`config.mk`:
```
export PLATFORM = sky130hd
export DESIGN_NAME = smgs_div
export DESIGN_NICKNAME = d
export VERILOG_FILES = /design/src/hw/rtl/stochastic_migration_grid_step_macros.svh /design/src/hw/rtl/smgs_pkg.sv /design/src/hw/rtl/smgs_div.sv
export SDC_FILE = /design/constraint.sdc
export NUM_CORES = 1
export LEC_CHECK = 0
export BUFFER_PORTS_ARGS = -buffer_cell sky130_fd_sc_hd__buf_4
export CORE_UTILIZATION = 40
export DETAILED_ROUTE_END_ITERATION = 8
export GPL_TIMING_DRIVEN = 0
export HOLD_SLACK_MARGIN = 0.08
export PLACE_DENSITY = 0.72
export SLEW_MARGIN = 20
export SYNTH_ARGS = -nofsm -noshare
export SYNTH_HDL_FRONTEND = slang
export SYNTH_SLANG_ARGS = --single-unit
```
`constraint.sdc`:
```
create_clock -name clk -period 6.15 [get_ports clk]
set_input_delay 1.23 -clock clk [delete_from_list [all_inputs] [get_ports clk]]
set_output_delay 1.23 -clock clk [all_outputs]
set_load 0.05 [all_outputs]
```
`src/hw/rtl/stochastic_migration_grid_step_macros.svh`:
```
// Assertion macros for the migration grid block.
// Included by modules that carry concurrent checks; no other dependencies.
`ifndef STOCHASTIC_MIGRATION_GRID_STEP_MACROS_SVH
`define STOCHASTIC_MIGRATION_GRID_STEP_MACROS_SVH

// same-cycle implication
`define SMGS_ASSERT_IMPL(label, clk, rst, ante, cons) \
  label: assert property (@(posedge clk) disable iff (rst) (ante) |-> (cons)) \
    else $error("smgs check failed");

// next-cycle implication
`define SMGS_ASSERT_NEXT(label, clk, rst, ante, cons) \
  label: assert property (@(posedge clk) disable iff (rst) (ante) |=> (cons)) \
    else $error("smgs check failed");

`endif

```
`src/hw/rtl/smgs_pkg.sv`:
```
// Types and constants of the migration grid block.
// No dependencies.
package smgs_pkg;

  localparam int FRAC_BITS  = 16;
  localparam int CELL_CNT_W = 17;
  localparam int DIM_W      = 9;
  localparam int RSIZE_W    = 13;
  localparam int OFF_W      = 24;
  localparam logic [15:0] ANS_MAX = 16'hFFFF;

  localparam logic [2:0] REQ_LOAD_OCC  = 3'd0;
  localparam logic [2:0] REQ_LOAD_SUIT = 3'd1;
  localparam logic [2:0] REQ_LOAD_RAND = 3'd2;
  localparam logic [2:0] REQ_RUN       = 3'd3;
  localparam logic [2:0] REQ_READ      = 3'd4;

  localparam logic [1:0] MODE_FINAL = 2'd0;
  localparam logic [1:0] MODE_FIRST = 2'd1;
  localparam logic [1:0] MODE_LAST  = 2'd2;
  localparam logic [1:0] MODE_COUNT = 2'd3;

  localparam logic [2:0] REG_OUTPUT_MODE = 3'd0;
  localparam logic [2:0] REG_SIGNED_OUT  = 3'd1;
  localparam logic [2:0] REG_EXT_PROB    = 3'd2;
  localparam logic [2:0] REG_CORNER_PROB = 3'd3;
  localparam logic [2:0] REG_RING_SIZE   = 3'd4;
  localparam logic [2:0] REG_GRID_COLS   = 3'd5;
  localparam logic [2:0] REG_GRID_ROWS   = 3'd6;

  typedef struct packed {
    logic [2:0]  req_type;
    logic [15:0] cell_index;
    logic [16:0] load_value;
    logic [23:0] ring_offset;
  } request_t;

  typedef struct packed {
    logic signed [16:0] result_value;
    logic               occupied;
    logic               run_done;
  } result_t;

  typedef struct packed {
    logic [1:0]  output_mode;
    logic        signed_output;
    logic [16:0] extinction_prob;
    logic [16:0] corner_prob;
    logic [12:0] ring_size;
    logic [8:0]  grid_cols;
    logic [8:0]  grid_rows;
  } cfg_t;

endpackage

```
`src/hw/rtl/smgs_div.sv`:
```
// Restoring divider, one quotient bit per cycle.
// Depends on smgs_pkg for operand widths.
module smgs_div import smgs_pkg::*; (
  input  logic               clk,
  input  logic               rst,
  input  logic               start,
  input  logic [OFF_W-1:0]   dividend,
  input  logic [RSIZE_W-1:0] divisor,
  output logic               done,
  output logic [OFF_W-1:0]   quot,
  output logic [RSIZE_W-1:0] rem
);
  localparam int CNT_W = $clog2(OFF_W + 1);

  logic [CNT_W-1:0] cnt;
  logic [RSIZE_W-1:0] dsr;
  logic [RSIZE_W:0] shifted;
  logic fits;

  assign shifted = {rem, quot[OFF_W-1]};
  assign fits = shifted >= {1'b0, dsr};

  always_ff @(posedge clk) begin
    if (rst) begin
      cnt <= '0;
      done <= 1'b0;
    end else begin
      done <= 1'b0;
      if (start) begin
        cnt <= CNT_W'(OFF_W);
        quot <= dividend;
        rem <= '0;
        dsr <= divisor;
      end else if (cnt != '0) begin
        rem <= fits ? RSIZE_W'(shifted - {1'b0, dsr}) : RSIZE_W'(shifted);
        quot <= {quot[OFF_W-2:0], fits};
        cnt <= cnt - 1'b1;
        done <= (cnt == CNT_W'(1));
      end
    end
  end
endmodule

```
### Word level (Yosys, flattened, before mapping)

Index checks and enable logic that the tools add are counted.
Widths: inputs -> output; s select.

| word-level totals | value |
|---|---|
| register bits | 56 |
| word-level logic and storage cells | 24 |
| output and inout bits | 38 |
| input port bits | 40 |

| operators by class | value |
|---|---|
| reductions and logical operators | 6 |
| $lt $le $gt $ge | 1 |
| $add $sub $neg | 2 |
| equal/unequal tests | 1 |
| bitwise gates (word level) | 2 |
| muxes and demuxes | 6 |

Operators by type and width:

| operator | count |
|---|---|
| $mux 24 | 2 |
| $mux 13 | 2 |
| $ge 14x13->1 | 1 |
| $sub 13x13->13 | 1 |
| $mux 5 | 2 |
| $eq 5x1->1 const B | 1 |
| $reduce_bool 5->1 | 1 |
| $sub 5x1->5 const B | 1 |
| $reduce_and 2->1 | 2 |
| $reduce_or 3->1 | 1 |
| $not 1->1 | 2 |
| $reduce_bool 2->1 | 1 |
| $reduce_or 2->1 | 1 |

### Longest topological paths before layout

| logic depth | value |
|---|---|
| depth after elaboration | 3 |
| depth in mapped cells | 11 |
| depth with buffers taken out | 10 |

### Worst setup path after synthesis

Ideal clock, no wire load.

| timing path | value |
|---|---|
| path kind | input-to-reg |
| from | in start |
| to | reg quot[0] (enable) |
| data required time | 5707 ps |
| slack | 2459 ps |
| path buffers | 1 |
| stages on the path | 3 |
| library setup time | 443 ps |
| arrival time | 3247 ps |
| cell sequence | buf_4 inv_1 a21oi_1 |

| on the way | value |
|---|---|
| word-level cells in the longest chain between the ends | 2 |

RTL lines:

| what | RTL line | RTL |
|---|---|---|
| from (decl) | smgs_div.sv:6 | `input logic start,` |
| $reduce_bool 2->1 (no source line) | - |  |
| $reduce_and 2->1 (no source line) | - |  |
| to (signal assigned) | smgs_div.sv:31 | `quot <= dividend;` |
| to (signal assigned) | smgs_div.sv:36 | `quot <= {quot[OFF_W-2:0], fits};` |
| to (decl) | smgs_div.sv:10 | `output logic [OFF_W-1:0] quot,` |

Every way passes these cells.
A chain may end at the register's enable or synchronous reset.

### Final worst setup path

| timing path | value |
|---|---|
| from | reg quot[23] |
| to | reg quot[0] (data pin) |

| on the way | value |
|---|---|
| word-level cells in the longest chain between the ends | 3 |

RTL lines:

| what | RTL line | RTL |
|---|---|---|
| $ge 14x13->1 | smgs_div.sv:21 | `assign fits = shifted >= {1'b0, dsr};` |
| $mux 24 | smgs_div.sv:34 | `end else if (cnt != '0) begin` |
| $mux 24 | smgs_div.sv:29 | `if (start) begin` |

Every way passes these cells. The select of a mux whose other input is x is not followed.

==> results.sh <==
export IMPL_syn_mean_instance_area_um2=12.1
export IMPL_cp_start_kind="flip-flop"
export IMPL_cts_hold_fix_buffers=0
export IMPL_grt_pass1_vias=2266
export IMPL_drt_first_pass_iters=4
export IMPL_grt_max_degree=21
export IMPL_dieHeight_um=89.6
export IMPL_reg2reg_setup_slack_ns=3.29
export IMPL_grt_pass1_wl_um=10600
export IMPL_tns_ns=0
export IMPL_synth_largest_area_cell="edfxtp_1"
export IMPL_grt_ovfl_total=0
export IMPL_synth_common_cells="edfxtp_1, mux2_2, nor2_1"
export IMPL_rows=31
export IMPL_synth_nets=309
export IMPL_antenna_found_initial=0
export IMPL_grt_use_total_pct=17.6
export IMPL_htree_levels=2
export IMPL_cp_max_fo=10
export IMPL_p_int_uw=744
export IMPL_portBuffers=75
export IMPL_hold_viol=0
export IMPL_synth_seq_cells=56
export IMPL_busiest_layer="met2"
export IMPL_critPathSlowestCell="edfxtp_1"
export IMPL_fin_hold_ws_ns=0.536
export IMPL_final_cell_area_mm2=0.00388
export IMPL_synth_cell_types=48
export IMPL_cp_common_cell="inv_1"
export IMPL_insertion_delay_ns=0.31
export IMPL_fin_skew_ns=0.00641
export IMPL_slowest_delay_ns=0.45
export IMPL_power_density_mw_per_mm2=307
export IMPL_routedWlPerCell_um=15.4
export IMPL_fmax_mhz=349
export IMPL_critPathKind="reg -> reg"
export IMPL_antenna_left=0
export IMPL_yosysWarnings=0
export IMPL_ios=78
export IMPL_coreArea_mm2=0.00733
export IMPL_cp_top_family="compound AO/OA/AOI/OAI gates"
export IMPL_drt_initial_drc_count=78
export IMPL_post_cts_buffers=0
export IMPL_cts_tree="done"
export IMPL_met1_usage_pct=21.2
export IMPL_clock_sinks=56
export IMPL_synth_seq_area_share_pct=52.8
export IMPL_rsz0062_at_grt="no"
export IMPL_post_dp_cell_area_mm2=0.00380
export IMPL_drc=0
export IMPL_die_width_um=89.6
export IMPL_post_cts_resized=0
export IMPL_comb_power_share_pct=41.0
export IMPL_dieArea_mm2=0.00803
export IMPL_period_needed_ns=2.86
export IMPL_start_util_pct=41.9
export IMPL_peakVddDrop_uv=153
export IMPL_dp_hpwl_um=5050
export IMPL_arrival_ns=2.93
export IMPL_num_vias=2272
export IMPL_setup_viol=0
export IMPL_leakagePower_nw=1.61
export IMPL_grtUsageMet3_pct=5.85
export IMPL_yosysTopAreaCellShare_pct=48.9
export IMPL_status="finished, final reports clean"
export IMPL_hold_path_end="cnt[4]"
export IMPL_nNetsFinal=392
export IMPL_area_growth_pct=26.5
export IMPL_antennaDiodeCount=0
export IMPL_synth_cell_area_mm2=0.00307
export IMPL_p_sw_uw=447
export IMPL_hold_depth=2
export IMPL_grtUsageMet2_pct=30.4
export IMPL_synth_ff_type="edfxtp_1"
export IMPL_reg2reg_depth=10
export IMPL_min_period_over_period_pct=46.5
export IMPL_cts_buffer_depth=2
export IMPL_wirelength_um=6690
export IMPL_yosys_cell_count_top_type="edfxtp_1"
export IMPL_tightestPinTransition_ns=0.759
export IMPL_cts_buffers=5
export IMPL_async_flop_share_pct=0
export IMPL_hold_path_class="reg -> reg"
export IMPL_synth_edf_count=50
export IMPL_min_from="cnt[4]"
export IMPL_seqPwrFrac_pct=42.1
export IMPL_maxCapViolations=0
export IMPL_place_congestion=0.823
export IMPL_drv_slew=0
export IMPL_clk_pin_slew_ns=0.10
export IMPL_utilization_pct=53.0
export IMPL_yosys_top_cells_area="edfxtp_1, mux2_2, ha_1"
export IMPL_path_cells="inv_1 -> ha_1 -> inv_1 -> fa_1 -> a21oi_1 -> o22ai_1 -> o21ai_2 -> o211ai_4 -> buf_6 -> mux2_2"
export IMPL_postSynthCellCount=253
export IMPL_rr_endpoint="quot[0]"
export IMPL_total_power_mw=1.19
export IMPL_worst_setup_path_end_kind="flip-flop"
export IMPL_root_buffer="clkbuf_8"
export IMPL_slew_headroom_pct=49.3
export IMPL_drive_above_1_share_pct=36.2
export IMPL_switching_share_pct=37.5
export IMPL_required_ns=6.22
export IMPL_clockPowerShare_pct=16.8
export IMPL_vias_per_cell=5.21
export IMPL_path_buf_inv=3
export IMPL_reg2reg_from="quot[23]"
sequential cells by signal, indices dropped and copies added, names as in the netlist:
signal  flops
dsr        13
quot       24
cnt         5
done        1
rem        13
worst max-delay path by stage:
stage / start / end / slack [ns] / depth (start not counted)
floorplan: start / quot[0] / 2.46 / 3
global placement: start / quot[3] / 1.46 / 3
detailed placement: quot[23] / quot[0] / 3.29 / 10
CTS: quot[23] / quot[0] / 3.27 / 10
global route: quot[23] / quot[0] / 3.10 / 10
finish: quot[23] / quot[0] / 3.29 / 10
logic make-up (layout without fill, tap and decap cells):
logic type / Yosys count / count (layout) / share of synthesized area, %
xor gates and xnor gates: 10 / 10 / 2.85
buffers and inverters: 30 / 114 / 4.81
DFF: 56 / 56 / 52.8
and+or+nand+nor: 62 / 62 / 9.99
AOI/OAI and AO/OA: 46 / 46 / 11.0
adders and majority gates: 16 / 16 / 6.77
muxes: 33 / 33 / 11.8
power groups by stage:
stage               registers, mW  clock network, mW  logic (mW)
detailed placement          0.511                  0       0.490
finish                      0.502              0.200       0.489
global placement            0.511                  0       0.474
floorplan                   0.612                  0       0.256
global route                0.508              0.220       0.529
CTS                         0.503              0.210       0.491
cell usage in the layout, fill, tap and decap left out, types with 2 or more instances in the layout:
cell type  instances
nor2b_1            2
nor3_1             6
nor2_2             2
nor4_1             2
buf_6              2
dfxtp_1            6
a21oi_1           12
nand3b_1           3
nor2_1            19
mux2_2            25
edfxtp_1          50
inv_1             19
o22ai_1            2
xnor2_1            8
ha_1              15
a211oi_1           2
nor3b_1            2
nand2_1            8
a31oi_1            3
buf_4             79
o21ai_0            6
nand3_1           10
o2111ai_1          4
xor2_1             2
clkbuf_8           5
clkbuf_1           4
mux2i_1            8
a21o_1             4
o31ai_1            2
and3_1             2
tightest hold or removal path: cells and delay by family (launching register included):
family	cells	cell delay, ns
flops	1	0.36
simple gates	1	0.07
compound gates	1	0.07
area by class of cell:
cell class / instances / area [um^2]
Buffer: 11 / 76.3
Clock buffer: 6 / 72.6
Clock inverter: 2 / 12.5
Fill cell: 653 / 3450
Inverter: 19 / 71.3
Multi-Input combinational cell: 167 / 1310
Sequential cell: 56 / 1620
Tap cell: 99 / 124
Timing Repair Buffer: 76 / 591
metal layers:
layer | wire (um) | share of wire, % | up-vias
met1 | 2840 | 42 | 1084
met2 | 3310 | 49 | 78
met4 | 31 | 0.46 | 0
met3 | 511 | 7.6 | 4
met5 | 0 | 0 | -
li1 | - | - | 1106
metrics by stage:
step | worst slack [ns] | cells
after floorplan | 2.46 | 253
after global placement | 1.46 | 427
after detailed placement | 3.29 | 428
after CTS | 3.27 | 436
after global routing | 3.10 | 436
final | 3.29 | 436
Note: power is estimated with default switching activity, not from simulation.
