<file path="src/hw/rtl/stochastic_migration_grid_step_macros.svh">
// Assertion macros for the migration grid block.
// Included by modules that carry concurrent checks; no other dependencies.
`ifndef STOCHASTIC_MIGRATION_GRID_STEP_MACROS_SVH
`define STOCHASTIC_MIGRATION_GRID_STEP_MACROS_SVH

// same-cycle implication
`define SMGS_ASSERT_IMPL(label, clk, rst, ante, cons) \
  label: assert property (@(posedge clk) disable iff (rst) (ante) |-> (cons)) \
    else $error("smgs check failed");

// next-cycle implication
`define SMGS_ASSERT_NEXT(label, clk, rst, ante, cons) \
  label: assert property (@(posedge clk) disable iff (rst) (ante) |=> (cons)) \
    else $error("smgs check failed");

`endif

</file>
<file path="src/hw/rtl/smgs_pkg.sv">
// Types and constants of the migration grid block.
// No dependencies.
package smgs_pkg;

  localparam int FRAC_BITS  = 16;
  localparam int CELL_CNT_W = 17;
  localparam int DIM_W      = 9;
  localparam int RSIZE_W    = 13;
  localparam int OFF_W      = 24;
  localparam logic [15:0] ANS_MAX = 16'hFFFF;

  localparam logic [2:0] REQ_LOAD_OCC  = 3'd0;
  localparam logic [2:0] REQ_LOAD_SUIT = 3'd1;
  localparam logic [2:0] REQ_LOAD_RAND = 3'd2;
  localparam logic [2:0] REQ_RUN       = 3'd3;
  localparam logic [2:0] REQ_READ      = 3'd4;

  localparam logic [1:0] MODE_FINAL = 2'd0;
  localparam logic [1:0] MODE_FIRST = 2'd1;
  localparam logic [1:0] MODE_LAST  = 2'd2;
  localparam logic [1:0] MODE_COUNT = 2'd3;

  localparam logic [2:0] REG_OUTPUT_MODE = 3'd0;
  localparam logic [2:0] REG_SIGNED_OUT  = 3'd1;
  localparam logic [2:0] REG_EXT_PROB    = 3'd2;
  localparam logic [2:0] REG_CORNER_PROB = 3'd3;
  localparam logic [2:0] REG_RING_SIZE   = 3'd4;
  localparam logic [2:0] REG_GRID_COLS   = 3'd5;
  localparam logic [2:0] REG_GRID_ROWS   = 3'd6;

  typedef struct packed {
    logic [2:0]  req_type;
    logic [15:0] cell_index;
    logic [16:0] load_value;
    logic [23:0] ring_offset;
  } request_t;

  typedef struct packed {
    logic signed [16:0] result_value;
    logic               occupied;
    logic               run_done;
  } result_t;

  typedef struct packed {
    logic [1:0]  output_mode;
    logic        signed_output;
    logic [16:0] extinction_prob;
    logic [16:0] corner_prob;
    logic [12:0] ring_size;
    logic [8:0]  grid_cols;
    logic [8:0]  grid_rows;
  } cfg_t;

endpackage

</file>
<file path="src/hw/rtl/smgs_cfg.sv">
// APB register file of the migration grid block.
// Depends on smgs_pkg for the register struct and indexes.
module smgs_cfg import smgs_pkg::*; (
  input  logic        clk,
  input  logic        rst,
  input  logic        psel,
  input  logic        penable,
  input  logic        pwrite,
  input  logic [4:0]  paddr,
  input  logic [31:0] pwdata,
  output logic [31:0] prdata,
  output logic        pready,
  output cfg_t        cfg
);
  logic [2:0] idx;
  assign idx = paddr[4:2];
  assign pready = 1'b1;

  always_ff @(posedge clk) begin
    if (rst) begin
      cfg.output_mode <= MODE_FINAL;
      cfg.signed_output <= 1'b0;
      cfg.extinction_prob <= '0;
      cfg.corner_prob <= '0;
      cfg.ring_size <= 13'd4096;
      cfg.grid_cols <= 9'd256;
      cfg.grid_rows <= 9'd256;
    end else if (psel && penable && pwrite) begin
      case (idx)
        REG_OUTPUT_MODE: cfg.output_mode <= pwdata[1:0];
        REG_SIGNED_OUT:  cfg.signed_output <= pwdata[0];
        REG_EXT_PROB:    cfg.extinction_prob <= pwdata[16:0];
        REG_CORNER_PROB: cfg.corner_prob <= pwdata[16:0];
        REG_RING_SIZE:   cfg.ring_size <= pwdata[12:0];
        REG_GRID_COLS:   cfg.grid_cols <= pwdata[8:0];
        REG_GRID_ROWS:   cfg.grid_rows <= pwdata[8:0];
        default: ;
      endcase
    end
  end

  always_comb begin
    case (idx)
      REG_OUTPUT_MODE: prdata = {30'b0, cfg.output_mode};
      REG_SIGNED_OUT:  prdata = {31'b0, cfg.signed_output};
      REG_EXT_PROB:    prdata = {15'b0, cfg.extinction_prob};
      REG_CORNER_PROB: prdata = {15'b0, cfg.corner_prob};
      REG_RING_SIZE:   prdata = {19'b0, cfg.ring_size};
      REG_GRID_COLS:   prdata = {23'b0, cfg.grid_cols};
      REG_GRID_ROWS:   prdata = {23'b0, cfg.grid_rows};
      default:         prdata = '0;
    endcase
  end
endmodule

</file>
<file path="config.mk">
export PLATFORM = sky130hd
export DESIGN_NAME = smgs_cfg
export DESIGN_NICKNAME = d
export VERILOG_FILES = /design/src/hw/rtl/stochastic_migration_grid_step_macros.svh /design/src/hw/rtl/smgs_pkg.sv /design/src/hw/rtl/smgs_cfg.sv
export SDC_FILE = /design/constraint.sdc
export NUM_CORES = 1
export LEC_CHECK = 0
export ABC_AREA = 0
export BUFFER_PORTS_ARGS = -buffer_cell sky130_fd_sc_hd__buf_4
export CORE_ASPECT_RATIO = 0.6
export CORE_UTILIZATION = 53
export CTS_BUF_LIST = sky130_fd_sc_hd__clkbuf_4
export CTS_CLUSTER_SIZE = 20
export DETAILED_ROUTE_END_ITERATION = 10
export GPL_ROUTABILITY_DRIVEN = 1
export GPL_TIMING_DRIVEN = 0
export PLACE_DENSITY = 0.87
export SKIP_LAST_GASP = 1
export SYNTH_ARGS = -nofsm -noshare
export SYNTH_HDL_FRONTEND = slang
export SYNTH_SLANG_ARGS = --single-unit
</file>
<file path="constraint.sdc">
create_clock -name clk -period 2.35 [get_ports clk]
set_input_delay 0.235 -clock clk [delete_from_list [all_inputs] [get_ports clk]]
set_output_delay 0.235 -clock clk [all_outputs]
set_load 0.05 [all_outputs]
</file>
# After elaboration in Yosys (flattened, before gate mapping)
# Cells that the tools add are included.
# totals
reg_bits	68
inputBits	42
out_inout_bits	101
word_cells	24
# classes
n_eq_ne	6
mux	1
n_reduce_logical	10
# op_table
op	count
17-bit case mux with 7 select lines	1
2-bit AND reduction	7
3-bit equality test (second input constant)	3
3-bit by 2-bit equality test with 1-bit output (second input constant)	2
3-bit by 1-bit equality test with 1-bit output (second input constant)	1
3-bit zero test	1
1-bit logical AND	2

# Depth between registers and ports, before layout
# Gate-level depths: netlist of the first run.
# depth
ltp_word	3
mapped_depth	6
mapped_depth_nobuf	3

# Worst setup path before layout of the first run
# No wires, ideal clock.
# synth_timing
path_type	in2out
startpoint	in paddr[3]
endpoint	out prdata[1]
t_arrival_ps	1992
required_time_ps	2115
slack_ps	123
cell_stages	6
n_path_buf	3
cell_sequence	buf_4 > nor2b_1 > buf_2 > buf_4 > a22oi_1 > o21ai_0
# synth_via
elab_chain_len	2
elab_cells_between_ends	8
classes_between	6 x eq/ne; 1 x mux; 1 x reduce/logical
# synth_rtl
item	line_no	source
start: declaration	smgs_cfg.sv:9	input logic [4:0] paddr,
3-bit equality test, or another cell as far along	smgs_cfg.sv:43	case (idx)
17-bit case mux with 7 select lines *	smgs_cfg.sv:43	
end: declaration	smgs_cfg.sv:11	output logic [31:0] prdata,
# Mark *: on every way between the ends. The rest lies on a longest branch, timed or not.

# Worst setup path after layout of the first run
# layout_timing
startpoint	reg cfg[65] (netlist name)
endpoint	out prdata[0]
# layout_via
elab_chain_len	1
# layout_rtl
item	line_no	source
start: declaration	smgs_cfg.sv:13	output cfg_t cfg
17-bit case mux with 7 select lines	smgs_cfg.sv:43	
# No other way between the ends.

==> reports/qor.yml, run 1 <==
setup_path:
  crit_buf_inv: 1
  crit_fanout: 3
  startpoint_type: "flip-flop"
  cpMaxStageDelayCell: "dfxtp_1"
  end_kind: "output port"
  critical_path.top_delay_family: "flip-flops"
  r2r_cells: 2
  path_class: "flip-flop to output port"
  path_cells: "mux2_2 -> a32oi_1 -> o221ai_1 -> buf_4"
  worstPathRequired_ns: 2.12
  cp.depth: 4
  cp.arrival_ns: 1.57
  crit_path_max_incr_delay_ns: 0.35
final_layout:
  syn_to_final_growth_pct: 32.5
  drive_gt1_share_pct: 32.8
  largest-register: "cfg"
  multi_input_area_um2: 1760
  antenna_cells: 0
  nFillCells: 477
  nets: 552
  largest_register_ffs: 68
  reg.largest.list: "cfg x68"
  regArea_um2: 1360
routing:
  drc: 0
  postRouteAntennaNets: 0
  firstDrtPassIters: 6
  dr.first_iter.drc_count: 329
  post_drt_wl_per_cell_um: 17.8
  vias: 3446
  wirelength_um: 10700
  via_per_inst: 5.75
clock_tree:
  cts_buffer_depth: 2
  cts_root_buffer: "clkbuf_4"
  clkSlewWorstSetupHoldPaths_ns: 0.11
  cts_buffers: 9
  htree_num_levels: 3
  cts_sinks: 68
  cts_tree: "yes"
  holdBufCountCts: 0
  post_cts_resized: 0
  clock_latency_ns: 0.42
  cts_setup_buffers: 0
power_and_ir_drop:
  total_power_mw: 2.30
  power-per-cell-area_nw_per_um2: 512
  p_leak_nw: 2.05
  irDropWorstVdd_mv: 0.272
sta:
  period_minus_slack_ns: 1.81
  slew_headroom_pct: 62.8
  worst_pin_slew_ns: 0.558
  setup_violations: 0
  clock_skew_ns: 0
  rsz0062_at_grt: "no"
  fmax_ghz: 0.553
  tns_ns: 0
  finalHoldViolations: 0
  period_share_pct: 77.0
  slew_viol_final: 0
yosys:
  synth_cell_type_count: 33
  synth_ff_type: "dfxtp_1"
  synth-seq-cells: 68
  synth_area_um2: 3390
  synthesis.area_per_instance_um2: 8.99
  synth_top_family_by_area: "compound AO/OA/AOI/OAI gates"
  synthAdderAreaFrac_pct: 0
  synth_compound_area_share_pct: 18.4
  synthMuxAreaShare_pct: 14.9
  synthSimpleGateAreaFrac_pct: 16.9
  synth-xor-area-share_pct: 0
  synth_seq_area_share_pct: 40.1
  synth_cells: 377
  synth_edf_count: 0
  synthArstFlopShare_pct: 0
  synth.yosys.warnings: 0
place:
  gp_congestion: 0.837
  dp_hpwl_um: 7680
  io_buffers: 108
floorplan:
  num_io_pins: 143
  initial_utilization_pct: 55.2
  die_h_um: 64.0
  fp.dieW_um: 105
  placementRows: 22
  core_um2: 6140
  die-area_um2: 6730
global_routing:
  grt_max_degree: 11
  grt-ovfl-total: 0
  grt_pass1_vias: 3115
  grt_util_all_layers_pct: 32.2
  grt_pass1_wl_um: 16400
  antenna_found_initial: 0
worst_hold_path:
  hp-class: "primary input to flip-flop"
  hold_depth: 2
run_status:
  status: "completed"
run:
  maxCapViolations: 0
synth_stat cells (2+ instances only):
cell        n  area [um2]
dfxtp_1    68        1360
mux2i_1    47         470
nand2b_1   39         244
nand3_1    38         190
a21oi_1    37         185
buf_4      24         180
o21ai_0    19        95.1
nor2_1     16        60.1
buf_2      15        75.1
clkbuf_1   13        48.8
o21ai_1    11        55.1
a221o_1     7        70.1
a22o_1      7        61.3
a21bo_1     4        40.0
a21bo_2     4        40.0
nand2_1     4        15.0
nor2b_1     4        25.0
o2bb2ai_1   4        35.0
conb_1      2        7.51
area by class of cell:
| type | count | area share (%) |
|---|---|---|
| multi-input combinational | 269 | 39.2 |
| inverter | 1 | 0.0835 |
| clock buffer | 13 | 2.17 |
| timing repair buffer | 108 | 18.0 |
| clock inverter | 3 | 0.835 |
| tap | 84 | 2.34 |
| buffer | 53 | 7.02 |
| sequential | 68 | 30.3 |
worst register-to-register path: stages, from the launching register on:
cell and delay [ns]:
dfxtp_1 0.34, a21boi_1 0.13, a311o_1 0.31
layer usage:
metal / GRT usage [%] / up-vias / wire length, um
li1: - / 1566 / -
met1: 44.2 / 1657 / 4740
met3: 6.84 / 17 / 1070
met4: 10.7 / 0 / 128
met2: 50.4 / 206 / 4740
met5: 0 / - / 0
cell usage in the layout (no fill, tap or decap):
cell,instances
a22oi_1,1
and4_1,1
a311o_1,1
and2_1,1
nand2_1,4
inv_1,1
buf_6,1
nor2_1,16
buf_4,132
a21bo_2,4
buf_2,15
mux2_2,1
a22o_1,7
a21boi_1,1
bufinv_16,1
a32oi_1,1
nand4b_1,1
and4b_1,1
a21oi_1,37
mux4_2,1
conb_1,16
o221ai_1,1
o21ai_1,11
nor2b_1,4
a221o_1,7
mux2i_1,47
clkbuf_4,13
nand2b_1,39
nand3_1,38
dfxtp_1,68
o2bb2ai_1,4
o21ai_0,19
clkinv_1,2
clkbuf_1,13
nand2_2,1
a21bo_1,4
path summary, 6_finish.rpt:
path | end | startpoint | slack, ns
setup / recovery | prdata[0] | cfg[65]$_SDFFE_PP0P_ | 0.54
hold / removal | cfg[30]$_SDFFE_PP1P_ | pwdata[12] | 0.07
setup reg to reg | cfg[30]$_SDFFE_PP1P_ | cfg[30]$_SDFFE_PP1P_ | 1.47
hold reg to reg | cfg[37]$_SDFFE_PP0P_ | cfg[37]$_SDFFE_PP0P_ | 0.51
where the power goes:
part	switching [mW]	internal, mW
registers	0.00773	1.16
clock network	0.415	0.367
logic	0.237	0.112
per-stage QoR:
step / worst slack (ns) / cell area [um2] / hold slack (ns) / cells / util [%]
2_1_floorplan: 0.123 / 3440 / 0.382 / 391 / -
3_3_place_gp: 0.593 / 4360 / 0.478 / 583 / 71.0
3_5_place_dp: 0.590 / 4360 / 0.485 / 583 / 71.0
4_1_cts: 0.534 / 4490 / 0.0539 / 599 / 73.2
5_1_grt: 0.463 / 4490 / 0.0728 / 599 / 73.2
6_report: 0.540 / 4490 / 0.0684 / 599 / 73.2
cell families after synthesis:
| logic type | count (synthesis) |
|---|---|
| other | 2 |
| DFF | 68 |
| AOI/OAI and AO/OA | 98 |
| and+or+nand+nor | 106 |
| buffers and inverters | 54 |
| muxes | 49 |
(Power assumes the default switching activity.)
==> inputs of run 2 (changes only) <==
Settings changed: CORE_UTILIZATION 53 to 50, PLACE_DENSITY 0.87 to 0.83.
Clock period 2.35 ns to 1.85 ns, I/O delays scaled along.
==> run 2 against run 1 <==
  * Register-to-register slack worse by 0.50 ns
  * Non-clock buffer count did not move
  * Clock power up 22%
  * Largest cell class unchanged
  * Critical path type unchanged
  * Utilization down 2.2 points
==> reports/qor.yml, run 2 (synthesis gave the netlist of run 1 again) <==
run_status:
  status: "completed"
final_layout:
  largest-register: "cfg"
  syn_to_final_growth_pct: 32.6  # about the same
  fin_area_um2: 4500  # about the same
  multi_input_area_um2: 1770  # +0.43%
  final_cell_mix: "buf_4, dfxtp_1, mux2i_1, nand2b_1, nand3_1"
  largest_register_ffs: 68  # unchanged
  final_common_cell: "buf_4"
  reg.largest.list: "cfg x68"
  final_util_pct: 71.0  # -2.2 points
  nFillCells: 500  # +4.8%
  regArea_um2: 1360  # unchanged
  nets: 552  # unchanged
  antenna_cells: 0  # unchanged
  drive_gt1_share_pct: 33.0  # +0.19 points
routing:
  post_drt_wl_per_cell_um: 18.3  # +2.4%
  via_per_inst: 5.82  # +1.1%
  wirelength_um: 10900  # +2.4%
  postRouteAntennaNets: 0  # unchanged
  drc: 0  # unchanged
  vias: 3484  # +1.1%
  dr.first_iter.drc_count: 314  # -4.6%
  firstDrtPassIters: 5  # -1
clock_tree:
  cts_buffers: 9  # unchanged
  cts_tree: "yes"
  clock_latency_ns: 0.43  # about the same
  cts_buffer_depth: 2  # unchanged
  clkSlewWorstSetupHoldPaths_ns: 0.12  # about the same
  cts_setup_buffers: 0  # unchanged
  htree_num_levels: 3  # unchanged
  cts_root_buffer: "clkbuf_4"
  cts_sinks: 68  # unchanged
floorplan:
  fp.dieW_um: 108  # +2.9%
  initial_utilization_pct: 53.6  # -1.7 points
  placementRows: 22  # unchanged
  core_um2: 6330  # +3.1%
  die_h_um: 65.8  # +2.9%
  die-area_um2: 7130  # +5.9%
  num_io_pins: 143  # unchanged
global_routing:
  antenna_found_initial: 0  # unchanged
  grt_util_all_layers_pct: 31.3  # -0.91 points
  grt-ovfl-total: 0  # unchanged
  grt_max_degree: 12  # +1
  grt_pass1_wl_um: 16600  # +0.97%
  grt_pass1_vias: 3259  # +4.6%
setup_path:
  crit_fanout: 3  # unchanged
  path_cells: "mux2_2 -> a32oi_2 -> o221ai_1 -> buf_4"
  path_class: "flip-flop to output port"
  crit_path_max_incr_delay_ns: 0.36  # about the same
  worstPathRequired_ns: 1.66  # -0.46 ns
  cp.arrival_ns: 1.62  # +0.05 ns
  end_kind: "output port"
  cpMaxStageDelayCell: "dfxtp_1"
  critical_path.top_delay_family: "flip-flops"
  r2r_slack_ns: 0.97  # -0.50 ns
  crit_buf_inv: 1  # unchanged
  r2r_cells: 2  # unchanged
  reg2reg_from: "cfg[30]$_SDFFE_PP1P_"
  startpoint_type: "flip-flop"
  reg2reg_to: "cfg[30]$_SDFFE_PP1P_"
place:
  gp_congestion: 0.854  # +2.0%
  placed_area_um2: 4360  # unchanged
  dp_hpwl_um: 7870  # +2.5%
  io_buffers: 108  # unchanged
sta:
  tns_ns: 0  # unchanged
  period_minus_slack_ns: 1.81
  setup_violations: 0  # unchanged
  slew_viol_final: 0  # unchanged
  rsz0062_at_grt: "no"
  clock_skew_ns: 0  # unchanged
  slew_headroom_pct: 58.0  # -4.7 points
  worst_pin_slew_ns: 0.630  # +0.0711 ns
  period_share_pct: 97.7
  fmax_ghz: 0.553
  finalHoldViolations: 0  # unchanged
worst_hold_path:
  hold_end: "cfg[61]$_SDFFE_PP0P_"
  min_from: "pwdata[13]"
  hp-class: "primary input to flip-flop"
  hold_depth: 3  # +1
run:
  maxCapViolations: 0  # unchanged
power_and_ir_drop:
  p_leak_nw: 2.05  # about the same
  irDropWorstVdd_mv: 0.430  # +58%
  power-per-cell-area_nw_per_um2: 641  # +25%
[run 2: cell types whose count changed in the layout (fill, tap and decap cells not counted), sizes merged]
cell	change
clkinv	+2
clkinvlp	+1
clkbuf	-3
[run 2: timing repair]
action                                  CTS  global route
hold buffers                              0             0
resized for setup                         0             1
endpoints found under the setup margin    0             1
[run 2: cell type report]
type                       count  area share (%)
multi-input combinational    269            39.4
sequential                    68            30.3
timing repair buffer         108            18.0
buffer                        53            7.01
tap                           84            2.34
clock buffer                  10            1.67
clock inverter                 6            1.22
inverter                       1          0.0835
[run 2: per-stage QoR]
| stage | instances | hold slack (ns) | setup WS [ns] | power, mW |
|---|---|---|---|---|
| 2_1_floorplan | 391 | 0.332 | 0.0327 | 1.81 |
| 3_3_place_gp | 583 | 0.446 | 0.197 | 1.94 |
| 3_5_place_dp | 583 | 0.446 | 0.174 | 1.95 |
| 4_1_cts | 599 | 0.0191 | 0.0693 | 2.86 |
| 5_1_grt | 599 | 0.0176 | 0.0142 | 2.95 |
| 6_report | 599 | 0.00928 | 0.0420 | 2.88 |
[run 2: worst register-to-register path, delay by kind of cell (launching register included)]
kind | cells | cell delay (ns)
compound gates | 2 | 0.44
flops | 1 | 0.35
[run 2: how the worst max path moves through the flow]
| stage | slack, ns | cells after the start | from | to |
|---|---|---|---|---|
| finish | 0.04 | 4 | cfg[65]$_SDFFE_PP0P_ | prdata[0] |
| global route | 0.01 | 6 | paddr[4] | prdata[0] |
| floorplan | 0.03 | 2 | cfg[31]$_SDFFE_PP0P_ | prdata[0] |
| global placement | 0.20 | 6 | paddr[4] | prdata[0] |
| CTS | 0.07 | 4 | cfg[65]$_SDFFE_PP0P_ | prdata[0] |
| detailed placement | 0.17 | 6 | paddr[4] | prdata[0] |
[run 2: power by group]
part	switching (mW)	internal (mW)
Clock	0.539	0.414
Sequential	0.00991	1.47
Combinational	0.304	0.143
[run 2: routing by layer]
layer | GRT usage (%) | vias to the layer above | wire length (um)
met5 | 0 | - | 0
met4 | 8.95 | 0 | 87
met3 | 7.59 | 13 | 1230
met2 | 48.6 | 240 | 4820
met1 | 43.1 | 1657 | 4800
li1 | - | 1574 | -
